$ cat config.mk
export PLATFORM = sky130hd
export DESIGN_NAME = psq_csr
export DESIGN_NICKNAME = d
export VERILOG_FILES = /design/src/rtl/core/assert_macros.svh /design/src/rtl/core/psq_pkg.sv /design/src/rtl/core/psq_csr.sv
export SDC_FILE = /design/constraint.sdc
export NUM_CORES = 1
export LEC_CHECK = 0
export ABC_AREA = 1
export BUFFER_PORTS_ARGS = -buffer_cell sky130_fd_sc_hd__buf_2
export CAP_MARGIN = 20
export CORE_MARGIN = 3
export CORE_UTILIZATION = 60
export DETAILED_ROUTE_END_ITERATION = 10
export PLACE_DENSITY = 0.83
export SLEW_MARGIN = 30
export SYNTH_ARGS = -nofsm -noshare
export SYNTH_HDL_FRONTEND = slang
export SYNTH_SLANG_ARGS = --single-unit
$ cat constraint.sdc
create_clock -name clock -period 7.44 [get_ports clock]
set_clock_uncertainty 0.1 [all_clocks]
set_input_delay 0.372 -clock clock [delete_from_list [all_inputs] [get_ports clock]]
set_output_delay 0.372 -clock clock [all_outputs]
set_load 0.02 [all_outputs]
$ cat src/rtl/core/assert_macros.svh
// ----------------------------------------------------------------------------
// Assertion macros
// Clocked concurrent assertion shorthands shared by the RTL.
// ----------------------------------------------------------------------------
`ifndef ASSERT_MACROS_SVH
`define ASSERT_MACROS_SVH

// property that must hold at every clock edge outside reset
`define PSQ_ASSERT(label, prop, msg) \
   label: assert property (@(posedge clock) disable iff (reset) (prop)) else $error(msg);

// same-cycle implication
`define PSQ_ASSERT_IMPL(label, ante, cons, msg) \
   label: assert property (@(posedge clock) disable iff (reset) (ante) |-> (cons)) \
      else $error(msg);

`endif

$ cat src/rtl/core/psq_pkg.sv
// ----------------------------------------------------------------------------
// psq_pkg
// Types, constants and elaboration-time tables of the pitch quantizer.
// ----------------------------------------------------------------------------
package psq_pkg;

   localparam int FREQ_W         = 22;
   localparam int OVR_W          = 8;
   localparam int NOTE_W         = 9;
   localparam int DEV_W          = 11;
   localparam int P_W            = 16;
   localparam int LOG_W          = 21;
   localparam int ENT_W          = 17;
   localparam int REFERENCE_NOTE = 69;
   localparam int REFERENCE_HZ   = 440;
   localparam int LOG_TABLE_BITS = 8;
   localparam int LOG_DEPTH      = 1 << LOG_TABLE_BITS;
   localparam int EXP_DEPTH      = 1200;
   localparam int REF_CENTS      = 100 * REFERENCE_NOTE;
   localparam int DIV_OFS_OCT    = 21;
   localparam int KK_BIAS        = DIV_OFS_OCT + 8;

   localparam logic [11:0]       FULL_MASK = 12'hFFF;
   localparam logic [FREQ_W-1:0] FREQ_MAX  = '1;

   localparam logic [3:0] SCALE_CHROMATIC = 4'd0;
   localparam logic [3:0] SCALE_CUSTOM    = 4'd15;

   localparam logic [11:0] SCALE_PATTERNS [14] = '{
      12'hAB5, 12'h5AD, 12'h9AD, 12'hAAD, 12'h6AD, 12'h5AB, 12'hAD5,
      12'h6B5, 12'h56B, 12'h555, 12'h4E9, 12'h295, 12'h4A9, 12'hB6D
   };

   typedef enum logic [2:0] {
      CSR_SCALE_TYPE  = 3'd0,
      CSR_ROOT_NOTE   = 3'd1,
      CSR_CUSTOM_MASK = 3'd2,
      CSR_TRANSPOSE   = 3'd3,
      CSR_DETUNE      = 3'd4
   } csr_index_type;

   typedef struct packed {
      logic [11:0]        mask;
      logic signed [5:0]  transpose;
      logic signed [7:0]  detune;
   } cfg_type;

   typedef struct packed {
      logic                     live;
      logic signed [NOTE_W-1:0] best;
      logic signed [P_W-1:0]    pitch;
   } note_type;

   typedef struct packed {
      logic                     live;
      logic signed [NOTE_W-1:0] note;
      logic signed [DEV_W-1:0]  dev;
      logic signed [P_W-1:0]    tp;
      logic [FREQ_W-1:0]        freq;
   } result_type;

   typedef logic [15:0]      log_rom_type [LOG_DEPTH];
   typedef logic [ENT_W-1:0] exp_rom_type [EXP_DEPTH];

   // log2 of a Q16 mantissa in [1,2), result Q16 truncated
   function automatic logic [15:0] log_frac(input logic [16:0] m);
      logic [63:0] x;
      logic [15:0] res;
      x   = 64'(m) << 14;
      res = '0;
      for (int i = 0; i < 16; i++) begin
         x   = (x * x) >> 30;
         res = {res[14:0], 1'b0};
         if (x >= 64'h8000_0000) begin
            res[0] = 1'b1;
            x      = x >> 1;
         end
      end
      return res;
   endfunction

   function automatic log_rom_type log_table();
      log_rom_type t;
      for (int i = 0; i < LOG_DEPTH; i++)
         t[i] = log_frac(17'(65536 + (i << (16 - LOG_TABLE_BITS))));
      return t;
   endfunction

   function automatic logic [LOG_W-1:0] log_q16(input logic [FREQ_W-1:0] v);
      logic [4:0]                       e;
      logic [FREQ_W+LOG_TABLE_BITS-1:0] sh;
      logic [LOG_TABLE_BITS-1:0]        idx;
      e = '0;
      for (int j = 0; j < FREQ_W; j++)
         if (v[j]) e = 5'(j);
      sh  = {v, {LOG_TABLE_BITS{1'b0}}} >> e;
      idx = sh[LOG_TABLE_BITS-1:0];
      return LOG_W'({e, 16'h0}) +
             LOG_W'(log_frac(17'(65536 + (int'(idx) << (16 - LOG_TABLE_BITS)))));
   endfunction

   function automatic exp_rom_type exp_table();
      exp_rom_type t;
      logic [63:0] lo;
      logic [63:0] hi;
      logic [63:0] mid;
      for (int r = 0; r < EXP_DEPTH; r++) begin
         lo = 64'd65536;
         hi = 64'd131071;
         for (int s = 0; s < 18; s++) begin
            if (lo < hi) begin
               mid = (lo + hi) >> 1;
               if (64'd1200 * 64'(log_frac(17'(mid))) >= 64'd65536 * 64'(r))
                  hi = mid;
               else
                  lo = mid + 64'd1;
            end
         end
         t[r] = ENT_W'(lo);
      end
      return t;
   endfunction

   localparam logic [LOG_W-1:0]   LOG_REF = log_q16(FREQ_W'(REFERENCE_HZ));
   localparam logic signed [22:0] LOG_OFS = 23'((8 << 16) + int'(LOG_REF));

endpackage

$ cat src/rtl/core/psq_csr.sv
// ----------------------------------------------------------------------------
// psq_csr
// Configuration registers and the active scale mask built from them.
// ----------------------------------------------------------------------------
module psq_csr (
   input  logic              clock,
   input  logic              reset,
   input  logic              csr_valid,
   output logic              csr_ready,
   input  logic [2:0]        csr_index,
   input  logic [11:0]       csr_data,
   output psq_pkg::cfg_type  cfg
);

   logic [3:0]        scale_type_ff, scale_type_in;
   logic [3:0]        root_ff, root_in;
   logic [11:0]       custom_ff, custom_in;
   logic signed [5:0] transpose_ff, transpose_in;
   logic signed [7:0] detune_ff, detune_in;
   logic [11:0]       mask_ff, mask_in;
   logic              hit;

   function automatic logic [11:0] build_mask(input logic [3:0] st, input logic [3:0] rt,
                                              input logic [11:0] cm);
      logic [3:0]  r;
      logic [11:0] p;
      logic [23:0] rot;
      logic [11:0] m;
      r   = (rt >= 4'd12) ? rt - 4'd12 : rt;
      p   = psq_pkg::SCALE_PATTERNS[st - 4'd1];
      rot = {p, p} << r;
      if (st == psq_pkg::SCALE_CHROMATIC)
         m = psq_pkg::FULL_MASK;
      else if (st == psq_pkg::SCALE_CUSTOM)
         m = cm;
      else
         m = rot[23:12];
      if (m == '0)
         m = psq_pkg::FULL_MASK;
      return m;
   endfunction

   assign csr_ready = 1'b1;

   always_comb begin
      scale_type_in = scale_type_ff;
      root_in       = root_ff;
      custom_in     = custom_ff;
      transpose_in  = transpose_ff;
      detune_in     = detune_ff;
      hit           = 1'b1;
      case (csr_index)
         psq_pkg::CSR_SCALE_TYPE:  scale_type_in = csr_data[3:0];
         psq_pkg::CSR_ROOT_NOTE:   root_in       = csr_data[3:0];
         psq_pkg::CSR_CUSTOM_MASK: custom_in     = csr_data;
         psq_pkg::CSR_TRANSPOSE:   transpose_in  = $signed(csr_data[5:0]);
         psq_pkg::CSR_DETUNE:      detune_in     = $signed(csr_data[7:0]);
         default:                  hit           = 1'b0;
      endcase
      mask_in = build_mask(scale_type_in, root_in, custom_in);
   end

   always_ff @(posedge clock) begin
      if (reset) begin
         scale_type_ff <= psq_pkg::SCALE_CHROMATIC;
         root_ff       <= '0;
         custom_ff     <= psq_pkg::FULL_MASK;
         transpose_ff  <= '0;
         detune_ff     <= '0;
         mask_ff       <= psq_pkg::FULL_MASK;
      end else if (csr_valid && hit) begin
         scale_type_ff <= scale_type_in;
         root_ff       <= root_in;
         custom_ff     <= custom_in;
         transpose_ff  <= transpose_in;
         detune_ff     <= detune_in;
         mask_ff       <= mask_in;
      end
   end

   assign cfg = '{mask: mask_ff, transpose: transpose_ff, detune: detune_ff};

endmodule

=== Word-level counts from Yosys, hierarchy flattened ===
Memories as Yosys holds them, arrays and structs flattened.
Cells that the tools add are included.

* Memory bits (read-only): 192
* Input bits: 18
* Word-level logic and storage cells: 35
* Memories: 1
* Register bits: 46

* Eq/ne operators: 5
* Shift-type cells: 1
* Muxes and demuxes: 10
* Reductions and logical operators: 7
* Add/subtract/negate cells: 2
* Bitwise gates (word level): 1
* Magnitude comparators: 2

{| class="wikitable"
|+ Memories
! memory !! depth !! width !! rd ports !! clocked after memory_dff !! write ports !! RTL line !! source
|-
| (no name shown) || 16 || 12 || 1 || 0 || 0 || psq_csr.sv:30 || <nowiki>p = psq_pkg::SCALE_PATTERNS[st - 4'd1];</nowiki>
|}

{| class="wikitable"
|+ Operators by type and width
! operator !! count
|-
| $mux W12 || 6
|-
| $shl A24 B4 Y24 || 1
|-
| $logic_not A12 Y1 || 1
|-
| $mux W4 || 3
|-
| $eq A3 B2 Y1 const B || 2
|-
| $ge A5 B5 Y1 const B || 1
|-
| $not A4 Y5 || 1
|-
| $reduce_or A5 Y1 || 1
|-
| $eq A4 B4 Y1 const B || 1
|-
| $ge A4 B4 Y1 const B || 1
|-
| $logic_not A4 Y1 || 1
|-
| $reduce_and A2 Y1 || 2
|-
| $sub A4 B1 Y4 const B || 1
|-
| $sub A4 B4 Y4 const B || 1
|-
| $eq A3 B1 Y1 const B || 1
|-
| $eq A3 B3 Y1 const B || 1
|-
| $logic_not A3 Y1 || 1
|-
| $logic_and A1 B1 Y1 || 1
|-
| $mux W1 || 1
|}

=== Longest topological paths before layout ===
* Depth after elaboration: 12
* Gate-level depth with buffers: 26
* Gate-level depth less buffers: 25

=== Worst setup path after synthesis ===
No wires, ideal clock.

* Path type: input-to-reg
* Start: input port csr_index[0]
* End: register mask_ff[5]
* Cell stages on the path: 25
* Arrival time: 2.665 ns
* Path buffers: 1
* Required time: 7.281 ns
* Slack: 4.616 ns
* Cells stage by stage: nor2_4 > nand2_4 > nand2_1 > nand2_2 > ha_1 > nand3_1 > nand2_1 > nand2_1 > nand2_1 > inv_1 > nand2_1 > nand3_1 > nand3_2 > nand2_1 > nand2_1 > nand2_1 > inv_1 > a21oi_2 > nand2_1 > nor2_1 > nand3_2 > buf_6 > nand2_1 > nand2_1 > nand2_1

* Longest elaborated chain between the ends: 12
* Elaborated cells on any way between the ends: 26

{| class="wikitable"
|+ RTL lines
! what !! RTL line !! source
|-
| start, declared || psq_csr.sv:10 || <nowiki>input logic [2:0] csr_index,</nowiki>
|-
| $logic_not A3 Y1 || psq_csr.sv:52 || <nowiki>case (csr_index)</nowiki>
|-
| $mux W4 || psq_csr.sv:52 ||
|-
| $sub A4 B1 Y4 || psq_csr.sv:30 ||
|-
| $not A4 Y5 (not written as such) || psq_csr.sv:30 ||
|-
| $mem_v2 Z16 W12 || -- ||
|-
| $mux W12 (not written as such) (2 in a row) || psq_csr.sv:30 ||
|-
| $shl A24 B4 Y24 || psq_csr.sv:31 || <nowiki>rot = {p, p} << r;</nowiki>
|-
| $mux W12 || psq_csr.sv:34 || <nowiki>else if (st == psq_pkg::SCALE_CUSTOM)</nowiki>
|-
| $mux W12 || psq_csr.sv:32 || <nowiki>if (st == psq_pkg::SCALE_CHROMATIC)</nowiki>
|-
| $logic_not A12 Y1 || psq_csr.sv:38 || <nowiki>if (m == '0)</nowiki>
|-
| $mux W12 || psq_csr.sv:38 ||
|-
| end signal, assigned || psq_csr.sv:70 || <nowiki>mask_ff <= psq_pkg::FULL_MASK;</nowiki>
|-
| end signal, assigned || psq_csr.sv:77 || <nowiki>mask_ff <= mask_in;</nowiki>
|-
| end, declared || psq_csr.sv:20 || <nowiki>logic [11:0] mask_ff, mask_in;</nowiki>
|}

Several ways; a longest one is shown, not always the timed one. The select of a mux whose other input is x is not followed.
A chain may end at the register's enable or synchronous reset.

=== Worst setup path after layout ===
* Start: input port csr_index[0]
* End: register mask_ff[2]

The elaborated chain is that of the path after synthesis.

==> load_flow_metrics.sql <==
INSERT INTO impl_metrics (metric_group, metric, value, unit) VALUES
('grt', 'grt_pass1_vias', '3110', ''),
('clocking', 'cts-resized-gates', '0', ''),
('floorplanning', 'floorplan.die_area', '6230', 'um^2'),
('clocking', 'post_cts_buffers', '0', ''),
('power_and_ir_drop', 'power_frac_comb', '39.4', '%'),
('setup_path', 'worst_ep_arrival_time', '3.43', 'ns'),
('grt', 'antenna_found_initial', '0', ''),
('routing', 'detailroute.via_count', '3474', ''),
('routing', 'route.antenna.remaining_nets', '0', ''),
('setup_path', 'worst-path-max-fanout', '13', ''),
('power_and_ir_drop', 'power.switching', '0.000303', 'W'),
('synth', 'seq_total_area_yosys', '28.8', '%'),
('finish', 'layout-drive-gt1-share', '13.7', '%'),
('clocking', 'cts_made_buffers', '5', ''),
('clocking', 'htree_levels', '2', ''),
('sta', 'finalCritPeriodShare', '44.1', '%'),
('power_and_ir_drop', 'cellPowerDensity', '217', 'nW/um^2'),
('setup_path', 'timing.critical_path.depth', '23', ''),
('place', 'dp.cells', '628', ''),
('routing', 'detail_route.drc_violations', '0', ''),
('setup_path', 'crit_path_top_delay_cell', 'ha_1', ''),
('clocking', 'clk_path_buf_depth', '2', ''),
('routing', 'routed_via_density', '5.46', ''),
('synth', 'synth_cells', '540', ''),
('sta', 'totalNegativeSetupSlack', '0', 'ns'),
('sta', 'relSlewSlack', '42.5', '%'),
('floorplanning', 'fp.dieH', '79.0', 'um'),
('finish', 'multi_input_area', '2000', 'um^2'),
('setup_path', 'critical_path.cell_chain', 'buf_2 > nor2_4 > nand3_1 > nand2_4 > ha_1 > inv_1 > nand3_1 > nand2_1 > o21ai_0 > nand2_1 > nand2_1 > nand3_1 > nand2_1 > nand2_1 > nand3_1 > nand3_1 > a21oi_2 > nand2_1 > nor2_1 > nand3_2 > nand2_1 > nand2_1 > nand2_1', ''),
('place', 'portBuffers', '43', ''),
('clocking', 'cts_tree', 'built', ''),
('finish', 'area_occupied_by_registers', '921', 'um^2'),
('power_and_ir_drop', 'share_clk_of_total_power', '25.1', '%'),
('clocking', 'clkTransAtPathRegs', '0.09', 'ns'),
('routing', 'drt_iter0_markers', '329', ''),
('clocking', 'clock_sink_count', '46', ''),
('power_and_ir_drop', 'power.leakage', '1.89', 'nW'),
('sta', 'final-setup-viol-count', '0', ''),
('worst_hold_path', 'hold_path.startpoint', 'csr_data[6]', ''),
('setup_path', 'cpLargestDelayFamily', 'simple AND/OR/NAND/NOR gates', ''),
('grt', 'gr-usage-all-layers', '26.3', '%'),
('power_and_ir_drop', 'swShare', '39.7', '%'),
('finish', 'final_core_utilization', '71.1', '%'),
('setup_path', 'rr_endpoint', 'mask_ff[2]$_SDFFE_PP1P_', ''),
('sta', 'finalWorstPathRequiredPeriod', '3.28', 'ns'),
('sta', 'final_hold_viol_count', '0', ''),
('finish', 'antennaDiodeCount', '0', ''),
('power_and_ir_drop', 'peakVddDrop', '0.000144', 'V'),
('grt', 'grt_pass1_wl', '13.5', 'mm'),
('place', 'hpwl', '5.85', 'mm'),
('sta', 'slew_viol_final', '0', ''),
('finish', 'layout.cell_area.non_filler', '3510', 'um^2'),
('grt', 'grt_max_degree', '41', ''),
('sta', 'clock.fmax', '0.305', 'GHz'),
('finish', 'synthToLayoutAreaGrowth', '10.0', '%'),
('synth', 'net_count_of_the_mapped_netlist', '566', ''),
('job', 'max-cap-violations', '0', ''),
('routing', 'finalWirelength', '7.90', 'mm'),
('setup_path', 'critPathKind', 'in2reg', ''),
('place', 'gp_routability_congestion', '0.999', ''),
('grt', 'grt_overflow_total', '0', ''),
('setup_path', 'worst_setup_path_start_kind', 'input pin', ''),
('synth', 'syn-mean-instance-area', '5.91', 'um^2'),
('sta', 'grt_setup_unrepaired', 'no', ''),
('setup_path', 'worst_ep_required_time', '7.59', 'ns'),
('finish', 'design.final.nets', '594', ''),
('power_and_ir_drop', 'totalPowerFinal', '0.000763', 'W'),
('setup_path', 'path_buf_inv', '2', ''),
('sta', 'actual_slew_at_the_worst_max_slew_pin', '0.862', 'ns'),
('outcome', 'outcome', 'complete, no violations', ''),
('synth', 'yosys_warnings', '0', '');
sequential cells by signal (all words and copies together), names as in the netlist:
register	flops
custom_ff	12
detune_ff	8
mask_ff	12
root_ff	4
scale_type_ff	4
transpose_ff	6
placed cells by master, fill, tap and decap left out, drive strengths merged:
cell    count
inv        46
nand4       2
a21oi      49
nor2       17
buf        45
dfxtp      46
nor3        1
and2        1
clkbuf      5
o21ai      39
nand2     209
clkinv      1
nand3      98
conb        1
bufinv      1
ha          8
final cells by class:
type | count | share of cell area (%)
multi-input combinational | 425 | 56.8
sequential | 46 | 26.2
timing repair buffer | 45 | 6.55
inverter | 45 | 4.81
tap | 67 | 2.39
clock buffer | 5 | 1.96
clock inverter | 3 | 1.25
how the worst min path moves through the flow:
stage	to	slack [ns]	depth (start not counted)
floorplan	custom_ff[7]$_SDFFE_PP1P_	0.33	2
global placement	mask_ff[11]$_SDFFE_PP1P_	0.34	2
detailed placement	mask_ff[11]$_SDFFE_PP1P_	0.35	2
CTS	detune_ff[6]$_SDFFE_PP0P_	0.21	3
global route	detune_ff[6]$_SDFFE_PP0P_	0.24	3
finish	detune_ff[6]$_SDFFE_PP0P_	0.21	3
kinds of logic after synthesis:
| kind of cell | after synthesis | synth area share, % |
|---|---|---|
| compound gates | 88 | 14.1 |
| fa+ha+maj | 8 | 3.13 |
| buf+inv | 69 | 8.74 |
| flops | 46 | 28.8 |
| other cells | 1 | 0.117 |
| simple gates | 328 | 45.0 |
stage by stage:
step / worst slack, ns / hold WS [ns]
final: 4.16 / 0.209
after global routing: 3.78 / 0.236
after CTS: 4.21 / 0.206
after detailed placement: 3.95 / 0.347
after global placement: 3.92 / 0.345
after floorplan: 4.62 / 0.331
tightest hold or removal path: cells and delay by family:
| family | cells | cell delay (ns) |
|---|---|---|
| AO/OA/AOI/OAI | 1 | 0.05 |
| buffers and inverters | 2 | 0.14 |
power by group through the flow:
stage | logic, W | clock network (W) | registers, W
2_1_floorplan | 0.000222 | 0 | 0.000288
3_3_place_gp | 0.000292 | 0 | 0.000277
3_5_place_dp | 0.000294 | 0 | 0.000277
4_1_cts | 0.000296 | 0.000195 | 0.000272
5_1_grt | 0.000340 | 0.000204 | 0.000274
6_report | 0.000301 | 0.000191 | 0.000272
metal layers:
layer	vias up	GRT usage [%]	part of all wire (%)
met2	102	44.1	45
li1	1810	-	-
met5	-	0	0
met4	0	5.67	1.3
met1	1548	35.3	48
met3	14	5.10	5.3
cell usage after synthesis (all sizes together):
| library cell | count | area, um^2 |
|---|---|---|
| a21oi | 49 | 249 |
| conb | 1 | 3.75 |
| ha | 8 | 100 |
| nand4 | 2 | 12.5 |
| inv | 45 | 169 |
| nand2 | 209 | 827 |
| dfxtp | 46 | 921 |
| and2 | 1 | 6.26 |
| clkbuf | 15 | 56.3 |
| nor3 | 1 | 5.00 |
| buf | 9 | 53.8 |
| o21ai | 39 | 203 |
| nand3 | 98 | 516 |
| nor2 | 17 | 71.3 |
No activity file was read; power rests on OpenSTA's default activity.
