$ cat src/rtl/core/assert_macros.svh
// ----------------------------------------------------------------------------
// Assertion macros
// Clocked concurrent assertion shorthands shared by the RTL.
// ----------------------------------------------------------------------------
`ifndef ASSERT_MACROS_SVH
`define ASSERT_MACROS_SVH

// property that must hold at every clock edge outside reset
`define PSQ_ASSERT(label, prop, msg) \
   label: assert property (@(posedge clock) disable iff (reset) (prop)) else $error(msg);

// same-cycle implication
`define PSQ_ASSERT_IMPL(label, ante, cons, msg) \
   label: assert property (@(posedge clock) disable iff (reset) (ante) |-> (cons)) \
      else $error(msg);

`endif

$ cat src/rtl/core/psq_pkg.sv
// ----------------------------------------------------------------------------
// psq_pkg
// Types, constants and elaboration-time tables of the pitch quantizer.
// ----------------------------------------------------------------------------
package psq_pkg;

   localparam int FREQ_W         = 22;
   localparam int OVR_W          = 8;
   localparam int NOTE_W         = 9;
   localparam int DEV_W          = 11;
   localparam int P_W            = 16;
   localparam int LOG_W          = 21;
   localparam int ENT_W          = 17;
   localparam int REFERENCE_NOTE = 69;
   localparam int REFERENCE_HZ   = 440;
   localparam int LOG_TABLE_BITS = 8;
   localparam int LOG_DEPTH      = 1 << LOG_TABLE_BITS;
   localparam int EXP_DEPTH      = 1200;
   localparam int REF_CENTS      = 100 * REFERENCE_NOTE;
   localparam int DIV_OFS_OCT    = 21;
   localparam int KK_BIAS        = DIV_OFS_OCT + 8;

   localparam logic [11:0]       FULL_MASK = 12'hFFF;
   localparam logic [FREQ_W-1:0] FREQ_MAX  = '1;

   localparam logic [3:0] SCALE_CHROMATIC = 4'd0;
   localparam logic [3:0] SCALE_CUSTOM    = 4'd15;

   localparam logic [11:0] SCALE_PATTERNS [14] = '{
      12'hAB5, 12'h5AD, 12'h9AD, 12'hAAD, 12'h6AD, 12'h5AB, 12'hAD5,
      12'h6B5, 12'h56B, 12'h555, 12'h4E9, 12'h295, 12'h4A9, 12'hB6D
   };

   typedef enum logic [2:0] {
      CSR_SCALE_TYPE  = 3'd0,
      CSR_ROOT_NOTE   = 3'd1,
      CSR_CUSTOM_MASK = 3'd2,
      CSR_TRANSPOSE   = 3'd3,
      CSR_DETUNE      = 3'd4
   } csr_index_type;

   typedef struct packed {
      logic [11:0]        mask;
      logic signed [5:0]  transpose;
      logic signed [7:0]  detune;
   } cfg_type;

   typedef struct packed {
      logic                     live;
      logic signed [NOTE_W-1:0] best;
      logic signed [P_W-1:0]    pitch;
   } note_type;

   typedef struct packed {
      logic                     live;
      logic signed [NOTE_W-1:0] note;
      logic signed [DEV_W-1:0]  dev;
      logic signed [P_W-1:0]    tp;
      logic [FREQ_W-1:0]        freq;
   } result_type;

   typedef logic [15:0]      log_rom_type [LOG_DEPTH];
   typedef logic [ENT_W-1:0] exp_rom_type [EXP_DEPTH];

   // log2 of a Q16 mantissa in [1,2), result Q16 truncated
   function automatic logic [15:0] log_frac(input logic [16:0] m);
      logic [63:0] x;
      logic [15:0] res;
      x   = 64'(m) << 14;
      res = '0;
      for (int i = 0; i < 16; i++) begin
         x   = (x * x) >> 30;
         res = {res[14:0], 1'b0};
         if (x >= 64'h8000_0000) begin
            res[0] = 1'b1;
            x      = x >> 1;
         end
      end
      return res;
   endfunction

   function automatic log_rom_type log_table();
      log_rom_type t;
      for (int i = 0; i < LOG_DEPTH; i++)
         t[i] = log_frac(17'(65536 + (i << (16 - LOG_TABLE_BITS))));
      return t;
   endfunction

   function automatic logic [LOG_W-1:0] log_q16(input logic [FREQ_W-1:0] v);
      logic [4:0]                       e;
      logic [FREQ_W+LOG_TABLE_BITS-1:0] sh;
      logic [LOG_TABLE_BITS-1:0]        idx;
      e = '0;
      for (int j = 0; j < FREQ_W; j++)
         if (v[j]) e = 5'(j);
      sh  = {v, {LOG_TABLE_BITS{1'b0}}} >> e;
      idx = sh[LOG_TABLE_BITS-1:0];
      return LOG_W'({e, 16'h0}) +
             LOG_W'(log_frac(17'(65536 + (int'(idx) << (16 - LOG_TABLE_BITS)))));
   endfunction

   function automatic exp_rom_type exp_table();
      exp_rom_type t;
      logic [63:0] lo;
      logic [63:0] hi;
      logic [63:0] mid;
      for (int r = 0; r < EXP_DEPTH; r++) begin
         lo = 64'd65536;
         hi = 64'd131071;
         for (int s = 0; s < 18; s++) begin
            if (lo < hi) begin
               mid = (lo + hi) >> 1;
               if (64'd1200 * 64'(log_frac(17'(mid))) >= 64'd65536 * 64'(r))
                  hi = mid;
               else
                  lo = mid + 64'd1;
            end
         end
         t[r] = ENT_W'(lo);
      end
      return t;
   endfunction

   localparam logic [LOG_W-1:0]   LOG_REF = log_q16(FREQ_W'(REFERENCE_HZ));
   localparam logic signed [22:0] LOG_OFS = 23'((8 << 16) + int'(LOG_REF));

endpackage

$ cat src/rtl/core/psq_pitch.sv
// ----------------------------------------------------------------------------
// psq_pitch
// Frequency or override note to cents, transpose, semitone rounding and scale snapping.
// Six pipeline stages with per-stage flow control.
// ----------------------------------------------------------------------------
module psq_pitch (
   input  logic                                clock,
   input  logic                                reset,
   input  logic                                in_vld,
   output logic                                in_ready,
   input  logic [psq_pkg::FREQ_W-1:0]          freq,
   input  logic signed [psq_pkg::OVR_W-1:0]    ovr,
   input  psq_pkg::cfg_type                    cfg,
   output logic                                out_vld,
   input  logic                                out_ready,
   output psq_pkg::note_type                   note
);

   localparam int STAGES = 6;
   localparam int LTB    = psq_pkg::LOG_TABLE_BITS;
   localparam psq_pkg::log_rom_type LOG_ROM = psq_pkg::log_table();

   logic [STAGES-1:0] vld_ff, vld_in, en;

   // stage A: log2 of the frequency
   logic                          a_live_ff, a_live_in, a_ovr_ff, a_ovr_in;
   logic [6:0]                    a_note_ff;
   logic [psq_pkg::LOG_W-1:0]     a_log_ff, a_log_in;
   logic [4:0]                    lead;
   logic [psq_pkg::FREQ_W+LTB-1:0] lsh;
   logic [LTB-1:0]                lidx;

   // stage B: pitch in cents
   logic                           b_live_ff;
   logic signed [psq_pkg::P_W-1:0] b_p_ff, b_p_in;
   logic signed [22:0]             dlog;
   logic signed [33:0]             dw, dprod, dsh;
   logic signed [psq_pkg::P_W-1:0] ovp, pfr, tr16, trp;

   // stage C: round to semitone
   logic                              c_live_ff;
   logic signed [psq_pkg::P_W-1:0]    c_p_ff;
   logic signed [psq_pkg::NOTE_W-1:0] c_rnd_ff, c_rnd_in;
   logic [psq_pkg::P_W-1:0]           ap, nr;
   logic [31:0]                       qprod;
   logic [psq_pkg::NOTE_W-1:0]        qv;

   // stage D: residual and snap base
   logic                              d_live_ff, d_epos_ff, d_epos_in;
   logic signed [psq_pkg::P_W-1:0]    d_p_ff;
   logic signed [psq_pkg::NOTE_W-1:0] d_base_ff, d_base_in;
   logic signed [psq_pkg::P_W-1:0]    r16, e16;

   // stage E: pitch class of the base
   logic                              e_live_ff, e_epos_ff;
   logic signed [psq_pkg::P_W-1:0]    e_p_ff;
   logic signed [psq_pkg::NOTE_W-1:0] e_base_ff;
   logic [3:0]                        e_pc_ff, e_pc_in;
   logic signed [9:0]                 b10;
   logic [9:0]                        n12;
   logic [17:0]                       m12;
   logic [9:0]                        q12;

   // stage F: nearest enabled note
   logic                              f_live_ff;
   logic signed [psq_pkg::P_W-1:0]    f_p_ff;
   logic signed [psq_pkg::NOTE_W-1:0] f_best_ff, f_best_in;
   logic [23:0]                       rot24;
   logic [11:0]                       rot;
   logic [12:0]                       cen;
   logic signed [3:0]                 cdl [13];
   logic signed [3:0]                 delta;
   logic                              found;

   // flow control
   always_comb begin
      en[STAGES-1] = !vld_ff[STAGES-1] || out_ready;
      for (int i = STAGES - 2; i >= 0; i--)
         en[i] = !vld_ff[i] || en[i+1];
   end
   assign vld_in   = {vld_ff[STAGES-2:0], in_vld};
   assign in_ready = en[0];
   assign out_vld  = vld_ff[STAGES-1];

   always_ff @(posedge clock) begin
      if (reset) begin
         vld_ff <= '0;
      end else begin
         vld_ff <= (en & vld_in) | (~en & vld_ff);
      end
   end

   // A
   always_comb begin
      lead = '0;
      for (int j = 0; j < psq_pkg::FREQ_W; j++)
         if (freq[j]) lead = 5'(j);
      lsh       = {freq, {LTB{1'b0}}} >> lead;
      lidx      = lsh[LTB-1:0];
      a_log_in  = psq_pkg::LOG_W'({lead, 16'h0}) + psq_pkg::LOG_W'(LOG_ROM[lidx]);
      a_ovr_in  = !ovr[psq_pkg::OVR_W-1];
      a_live_in = (freq != '0) || a_ovr_in;
   end

   always_ff @(posedge clock) begin
      if (en[0]) begin
         a_live_ff <= a_live_in;
         a_ovr_ff  <= a_ovr_in;
         a_note_ff <= ovr[6:0];
         a_log_ff  <= a_log_in;
      end
   end

   // B
   always_comb begin
      dlog   = $signed({2'b00, a_log_ff}) - psq_pkg::LOG_OFS;
      dw     = dlog;
      dprod  = dw * 34'sd1200;
      dsh    = (dprod + 34'sd32768) >>> 16;
      pfr    = $signed(dsh[15:0]) + $signed(16'(psq_pkg::REF_CENTS));
      ovp    = $signed(16'(a_note_ff)) * 16'sd100;
      tr16   = cfg.transpose;
      trp    = tr16 * 16'sd100;
      b_p_in = (a_ovr_ff ? ovp : pfr) + trp;
   end

   always_ff @(posedge clock) begin
      if (en[1]) begin
         b_live_ff <= a_live_ff;
         b_p_ff    <= b_p_in;
      end
   end

   // C: half away from zero, divide by 100 through a reciprocal
   always_comb begin
      ap       = b_p_ff[psq_pkg::P_W-1] ? 16'(-b_p_ff) : 16'(b_p_ff);
      nr       = ap + 16'd50;
      qprod    = 32'(nr) * 32'd5243;
      qv       = 9'(qprod >> 19);
      c_rnd_in = b_p_ff[psq_pkg::P_W-1] ? -$signed(qv) : $signed(qv);
   end

   always_ff @(posedge clock) begin
      if (en[2]) begin
         c_live_ff <= b_live_ff;
         c_p_ff    <= b_p_ff;
         c_rnd_ff  <= c_rnd_in;
      end
   end

   // D: a residual of -50 is moved to +50 on the lower note
   always_comb begin
      r16 = c_rnd_ff;
      e16 = c_p_ff - r16 * 16'sd100;
      if (e16 == -16'sd50) begin
         d_base_in = c_rnd_ff - 9'sd1;
         d_epos_in = 1'b1;
      end else begin
         d_base_in = c_rnd_ff;
         d_epos_in = (e16 > 16'sd0);
      end
   end

   always_ff @(posedge clock) begin
      if (en[3]) begin
         d_live_ff <= c_live_ff;
         d_p_ff    <= c_p_ff;
         d_base_ff <= d_base_in;
         d_epos_ff <= d_epos_in;
      end
   end

   // E: modulo 12 of a biased nonnegative value
   always_comb begin
      b10     = d_base_ff;
      n12     = 10'(b10 + 10'sd216);
      m12     = 18'(n12) * 18'd171;
      q12     = 10'(m12 >> 11);
      e_pc_in = 4'(n12 - 10'(q12 * 10'd12));
   end

   always_ff @(posedge clock) begin
      if (en[4]) begin
         e_live_ff <= d_live_ff;
         e_p_ff    <= d_p_ff;
         e_base_ff <= d_base_ff;
         e_epos_ff <= d_epos_ff;
         e_pc_ff   <= e_pc_in;
      end
   end

   // F: candidates in order of distance, lower note first on a tie
   always_comb begin
      rot24  = {cfg.mask, cfg.mask} >> e_pc_ff;
      rot    = rot24[11:0];
      cen[0] = rot[0];
      cdl[0] = 4'sd0;
      for (int k = 1; k <= 6; k++) begin
         cen[2*k-1] = e_epos_ff ? rot[k] : rot[12-k];
         cdl[2*k-1] = e_epos_ff ? 4'(k) : -4'(k);
         cen[2*k]   = e_epos_ff ? rot[12-k] : rot[k];
         cdl[2*k]   = e_epos_ff ? -4'(k) : 4'(k);
      end
      found = 1'b0;
      delta = '0;
      for (int j = 0; j < 13; j++) begin
         if (!found && cen[j]) begin
            found = 1'b1;
            delta = cdl[j];
         end
      end
      f_best_in = e_base_ff + 9'(delta);
   end

   always_ff @(posedge clock) begin
      if (en[5]) begin
         f_live_ff <= e_live_ff;
         f_p_ff    <= e_p_ff;
         f_best_ff <= f_best_in;
      end
   end

   assign note = '{live: f_live_ff, best: f_best_ff, pitch: f_p_ff};

endmodule

$ cat config.mk
export PLATFORM = sky130hd
export DESIGN_NAME = psq_pitch
export DESIGN_NICKNAME = d
export VERILOG_FILES = /design/src/rtl/core/assert_macros.svh /design/src/rtl/core/psq_pkg.sv /design/src/rtl/core/psq_pitch.sv
export SDC_FILE = /design/constraint.sdc
export NUM_CORES = 1
export LEC_CHECK = 0
export ABC_AREA = 1
export CORE_MARGIN = 2
export CORE_UTILIZATION = 35
export CTS_CLUSTER_DIAMETER = 50
export DETAILED_ROUTE_END_ITERATION = 16
export DONT_BUFFER_PORTS = 1
export GPL_TIMING_DRIVEN = 0
export HOLD_SLACK_MARGIN = 0.12
export SETUP_SLACK_MARGIN = 0.15
export SKIP_LAST_GASP = 1
export SLEW_MARGIN = 20
export SYNTH_ARGS = -nofsm -noshare
export SYNTH_HDL_FRONTEND = slang
export SYNTH_SLANG_ARGS = --single-unit
export TNS_END_PERCENT = 1
$ cat constraint.sdc
create_clock -name clock -period 8.3 [get_ports clock]
set_input_delay 0.83 -clock clock [delete_from_list [all_inputs] [get_ports clock]]
set_output_delay 0.83 -clock clock [all_outputs]
set_load 0.02 [all_outputs]
# --- Word level (Yosys, flattened, before mapping) ---
# Memories as Yosys holds them, arrays and structs flattened.
# Cells that the tools add are included.
classes:
  n_addsub: 13
  reduce_logical: 39
  n_bitwise: 5
  mux: 73
  n_lt_le_gt_ge: 2
  n_eq_ne: 1
  mul: 7
  shift: 2
op_table:
  columns: ["operator", "count"]
  rows:
  - ["$mux 4", 24]
  - ["$mux 5", 18]
  - ["$mux 16", 4]
  - ["$add 32x17->32 const B", 1]
  - ["$shr 30x5->8", 1]
  - ["$mul 16x13->28 const B", 1]
  - ["$mul 22x8->28 const B", 1]
  - ["$shr 24x4->12", 1]
  - ["$mux 1", 23]
  - ["$reduce_bool 22->1", 1]
  - ["$sub 21x21->22 const B", 1]
  - ["$add 21x16->21", 1]
  - ["$logic_not 1->1", 19]
  - ["$mul 10x8->18 const B", 1]
  - ["$mux 9", 2]
  - ["$add 16x14->16", 1]
  - ["$add 16x14->16 const B", 1]
  - ["$add 16x6->16 const B", 1]
  - ["$eq 16x7->1 const B", 1]
  - ["$gt 16x1->1 const B", 1]
  - ["$neg 16->16", 1]
  - ["$sub 16x16->16", 1]
  - ["$mul 9x6->14 const B", 1]
  - ["$and 6x6->6", 2]
  - ["other kinds (15)", 33]
totals:
  inputBits: 60
  ff_bits: 163
  wordCells: 165
  out_inout_bits: 28
  rom_bits: 4096
  n_memories: 1
memory_table:
  columns: ["name", "depth", "word_bits", "read_ports", "rd_ports_with_merged_regs", "write_ports", "line", "source"]
  rows:
  - ["(name not given)", 256, 16, 1, 0, 0, "psq_pitch.sv:100", "a_log_in = psq_pkg::LOG_W'({lead, 16'h0}) + psq_pkg::LOG_W'(LOG_ROM[lidx]);"]

# --- Longest topological paths before layout ---
depth:
  depth_word: 39
  ltp_mapped: 47
  mapped_depth_nobuf: 47

# --- Worst setup path before layout ---
# No wires, ideal clock.
synth_path:
  kind: "register -> register"
  start: "register a_log_ff[0] (netlist name)"
  end: "register b_p_ff[15] (netlist name), data pin"
  path_slack_ns: 0.807
  required_ns: 8.047
  t_arrival_ns: 7.241
  synth_period_minus_slack_ns: 7.493
  path_stages_with_launch: 46
  path_cell_list: "edfxtp_1 nand3_1 nand2_1 nor3_1 nand2_1 nor3_2 inv_1 a21oi_1 xor2_1 ha_1 fa_1 inv_1 fa_1 inv_1 ha_1 inv_1 nor3_1 a211oi_1 [... 10 more ...] nor2_1 o21ai_0 o21ai_0 inv_1 ha_1 inv_1 o21bai_1 a21oi_1 o21bai_1 a21o_1 a21oi_1 o21ai_0 a21oi_1 o21bai_1 xor2_1 inv_1 nand4_1 nand2_1"
synth_between:
  elab_chain_cells: 6
synth_lines:
  columns: ["item", "line", "source"]
  rows:
  - ["from (decl)", "psq_pitch.sv:28", "logic [psq_pkg::LOG_W-1:0] a_log_ff, a_log_in;"]
  - ["from (signal assigned)", "psq_pitch.sv:110", "a_log_ff <= a_log_in;"]
  - ["$sub 21x21->22", "psq_pitch.sv:116", "dlog = $signed({2'b00, a_log_ff}) - psq_pkg::LOG_OFS;"]
  - ["$mul 22x8->28", "psq_pitch.sv:118", "dprod = dw * 34'sd1200;"]
  - ["$add 32x17->32", "psq_pitch.sv:119", "dsh = (dprod + 34'sd32768) >>> 16;"]
  - ["$add 16x14->16", "psq_pitch.sv:120", "pfr = $signed(dsh[15:0]) + $signed(16'(psq_pkg::REF_CENTS));"]
  - ["$mux 16", "psq_pitch.sv:124", "b_p_in = (a_ovr_ff ? ovp : pfr) + trp;"]
  - ["$add 16x14->16", "psq_pitch.sv:124", null]
  - ["named net b_p_in, one bit", "psq_pitch.sv:35", "logic signed [psq_pkg::P_W-1:0] b_p_ff, b_p_in;"]
  - ["to (signal assigned)", "psq_pitch.sv:130", "b_p_ff <= b_p_in;"]
  - ["to (decl)", "psq_pitch.sv:35", null]
# The timed path passes the listed nets, and every way through them passes these cells.
# A chain may end at the register's enable or synchronous reset.

# --- Worst setup path in the final report ---
layout_path:
  start: "register a_log_ff[1] (netlist name)"
  end: "register b_p_ff[15] (netlist name), data pin"
# Same word-level chain as after synthesis.

==> qor.csv <==
stage,metric,value,unit
yosys,syn_inst,3156,
worst_setup_path,startpoint_type,flip-flop,
yosys,syn_area,0.0239,mm^2
drt,drt_first_iter_violations,1622,
clocking,clk_latency,0.46,ns
drt,postRouteAntennaNets,0,
sta,fin_crit_sh,93.8,%
outcome,status,completed,
worst_setup_path,path_max_fanout,4,
worst_setup_path,worstPathArrival,7.98,ns
drt,drc,0,
global_routing,grt_pass1_vias,20900,
drt,wl_per_cell,18.8,um
clocking,numCtsBuffers,17,
place,port_buffers,0,
cells_and_area,area_growth,10.4,%
sta,finalSetupTns,0,ns
clocking,holdBufCountCts,0,
place,gp_congestion,1.06,
worst_setup_path,crit_type,flip-flop to flip-flop,
drt,routed_wl,77.0,mm
worst_setup_path,slowest_stage,fa_1,
yosys,ys_warn_count,0,
yosys,synth_edf_count,155,
yosys,synth.avg_cell_area,7.58,um^2
sta,max_freq,128,MHz
clocking,clk_pin_slew,0.08,ns
floorplan,die_area,0.0705,mm^2
sta,finalHoldViolations,0,
min_path,worstHoldPathType,flip-flop to flip-flop,
sta,final.setup_skew,0.0148,ns
clocking,clock_path_buffers,2,
worst_setup_path,crit_required,8.50,ns
global_routing,antenna_found_initial,1,
global_routing,grt_max_degree,32,
run,cap_viol_max_count,0,
floorplan,die_x,265,um
global_routing,grt_overflow,0,
yosys,yosysSeqAreaShare,20.0,%
floorplan,io_pins,88,
global_routing,track_usage,21.8,%
place,dp.final_hpwl,61.7,mm
floorplan,die_h,265,um
sta,drv_slew,0,
worst_setup_path,cpPeakStageDelay,0.55,ns
drt,first_pass_iters,8,
cells_and_area,fillers,7008,
drt,vias,21300,
clocking,root_buffer,clkbuf_16,
global_routing,grt_first_pass_wirelength,119,mm
floorplan,core,0.0674,mm^2
sta,setup-violations-final,0,
sta,rsz0062_at_grt,yes,
sta,finalCriticalPeriod,7.78,ns
yosys,syn_nets,3701,
floorplan,initial_utilization,35.5,%
clocking,htreeDepth,4,
worst_setup_path,worst_path_most_repeated_cell,inv_1,
sta,worst_slew_pin_slew,1.05,ns
cells_and_area,layout.nets,3751,
clocking,cts.sinks,161,
worst_setup_path,cp-end-kind,flip-flop,
yosys,ys_ff_latch,161,
yosys,async_flop_share,0,%
cells_and_area,drive_gt1_share,8.11,%
sta,max_slew_margin,30.1,%
drt,viasPerCell,5.19,
yosys,synth_cell_type_count,57,
yosys,ys.flop_type,edfxtp_1,
floorplan,core.rowCount,95,
clocking,cts_tree,yes,
[layer usage]
| layer | global-route usage, % | vias to the layer above | wire length (um) |
|---|---|---|---|
| li1 | - | 10400 | - |
| met1 | 26.1 | 9842 | 31000 |
| met2 | 37.2 | 798 | 36000 |
| met3 | 4.06 | 254 | 5420 |
| met4 | 11.5 | 0 | 4550 |
| met5 | 0 | - | 0 |
[metrics by stage]
step           util, %  area, um^2  setup WS [ns]  hold slack [ns]  instances
2_1_floorplan        -       23900          0.807            0.400       3156
3_3_place_gp      37.1       25000         -0.265            0.401       4029
3_5_place_dp      37.2       25000         -0.318            0.405       4030
4_1_cts           38.2       25800          0.139            0.404       4068
5_1_grt           39.2       26400         0.0361            0.414       4092
6_report          39.2       26400          0.517            0.413       4093
[final cells by class]
cell class,instances,area (um^2),area share (%)
antenna,1,2.50,0.00948
clock buffer,17,425,1.61
inverter,567,2130,8.07
multi-input combinational,2352,17100,64.7
clock inverter,15,194,0.734
buffer,76,448,1.70
tap,873,1090,4.14
sequential,161,4770,18.1
timing repair buffer,31,245,0.929
[cells in the mapped netlist (5+ instances only)]
cell type | n | area [um^2]
fa_1 | 143 | 2860
o22ai_1 | 6 | 37.5
o21ai_0 | 135 | 676
nor4_1 | 7 | 43.8
nor2_1 | 186 | 698
o211ai_1 | 14 | 105
nand2_2 | 18 | 113
nor3_1 | 28 | 140
a21oi_1 | 154 | 771
xnor2_1 | 45 | 394
nand3_2 | 5 | 50.1
or2_2 | 9 | 56.3
mux2i_1 | 12 | 120
nor2_2 | 9 | 56.3
buf_4 | 16 | 120
a211oi_1 | 9 | 67.6
buf_2 | 32 | 160
nand2_1 | 679 | 2550
a21o_1 | 9 | 67.6
nand3b_1 | 6 | 45.0
edfxtp_1 | 155 | 4650
buf_6 | 6 | 67.6
inv_1 | 552 | 2070
inv_2 | 10 | 37.5
o21ai_1 | 21 | 105
nand3_1 | 278 | 1390
clkinv_1 | 5 | 18.8
xor2_1 | 132 | 1160
nand2_4 | 6 | 67.6
o21bai_1 | 10 | 75.1
dfxtp_1 | 6 | 120
nand4_1 | 40 | 250
clkbuf_1 | 17 | 63.8
ha_1 | 342 | 4280
a31oi_1 | 15 | 93.8
[what timing repair did]
| action | CTS | global route |
|---|---|---|
| resized for setup | 15 | 87 |
| setup endpoints to repair | 7 | 12 |
| buffers inserted | 6 | 24 |
| pin swaps | 2 | 28 |
[worst max-delay path: cells and delay by family (launching register included)]
kind                     cells  cell delay (ns)
flip-flops                   1             0.43
buffers and inverters        8             0.65
adder cells (fa/ha/maj)      6             2.02
XOR/XNOR                     4             0.69
AO/OA/AOI/OAI               12             1.57
AND/OR/NAND/NOR             16             2.20
[final timing paths]
path	startpoint	endpoint	slack [ns]	cells after the start
setup / recovery	a_log_ff[1]	b_p_ff[15]	0.52	46
hold / removal	d_p_ff[5]	e_p_ff[5]	0.41	0
hold reg to reg	d_p_ff[5]	e_p_ff[5]	0.41	0
setup reg to reg	a_log_ff[1]	b_p_ff[15]	0.52	46
[state kept, by name (all words and copies together), names as in the netlist, 2 cells and up, named ones only]
register / flops
b_p_ff: 16
e_base_ff: 9
c_p_ff: 16
d_p_ff: 16
d_base_ff: 9
f_best_ff: 9
a_note_ff: 7
e_p_ff: 16
e_pc_ff: 2
f_p_ff: 16
a_log_ff: 21
c_rnd_ff: 9
[cell families (layout without fill, tap and decap cells)]
group	after synthesis	count (layout)	share of synthesized area (%)
AND/OR/NAND/NOR	1283	1283	23.3
buffers and inverters	643	706	10.7
adder cells (fa/ha/maj)	485	485	29.8
AO/OA/AOI/OAI	395	395	9.14
XOR/XNOR	177	177	6.48
flip-flops	161	161	20.0
multiplexers	12	12	0.502
other	0	1	0
[placed cells by master, fill, tap and decap left out, drive strengths merged, types with 3 or more instances in the layout]
cell type | Yosys | layout
nand2 | 703 | 703
inv | 562 | 569
ha | 342 | 342
nand3 | 285 | 285
nor2 | 196 | 196
o21ai | 158 | 158
a21oi | 157 | 157
edfxtp | 155 | 155
fa | 143 | 143
xor2 | 132 | 132
buf | 59 | 89
xnor2 | 45 | 45
nand4 | 40 | 40
clkbuf | 17 | 35
nor3 | 29 | 29
a31oi | 16 | 16
o211ai | 14 | 14
mux2i | 12 | 12
clkinv | 5 | 12
or2 | 11 | 11
o21bai | 11 | 11
a21o | 9 | 9
a211oi | 9 | 9
nor4 | 7 | 7
o22ai | 6 | 6
nand3b | 6 | 6
dfxtp | 6 | 6
o21a | 4 | 4
and3 | 3 | 3
o221ai | 3 | 3
Power is left out: the tool's default activity adds up to more than one toggle a clock period on the data nets, which glitch-free logic cannot reach.
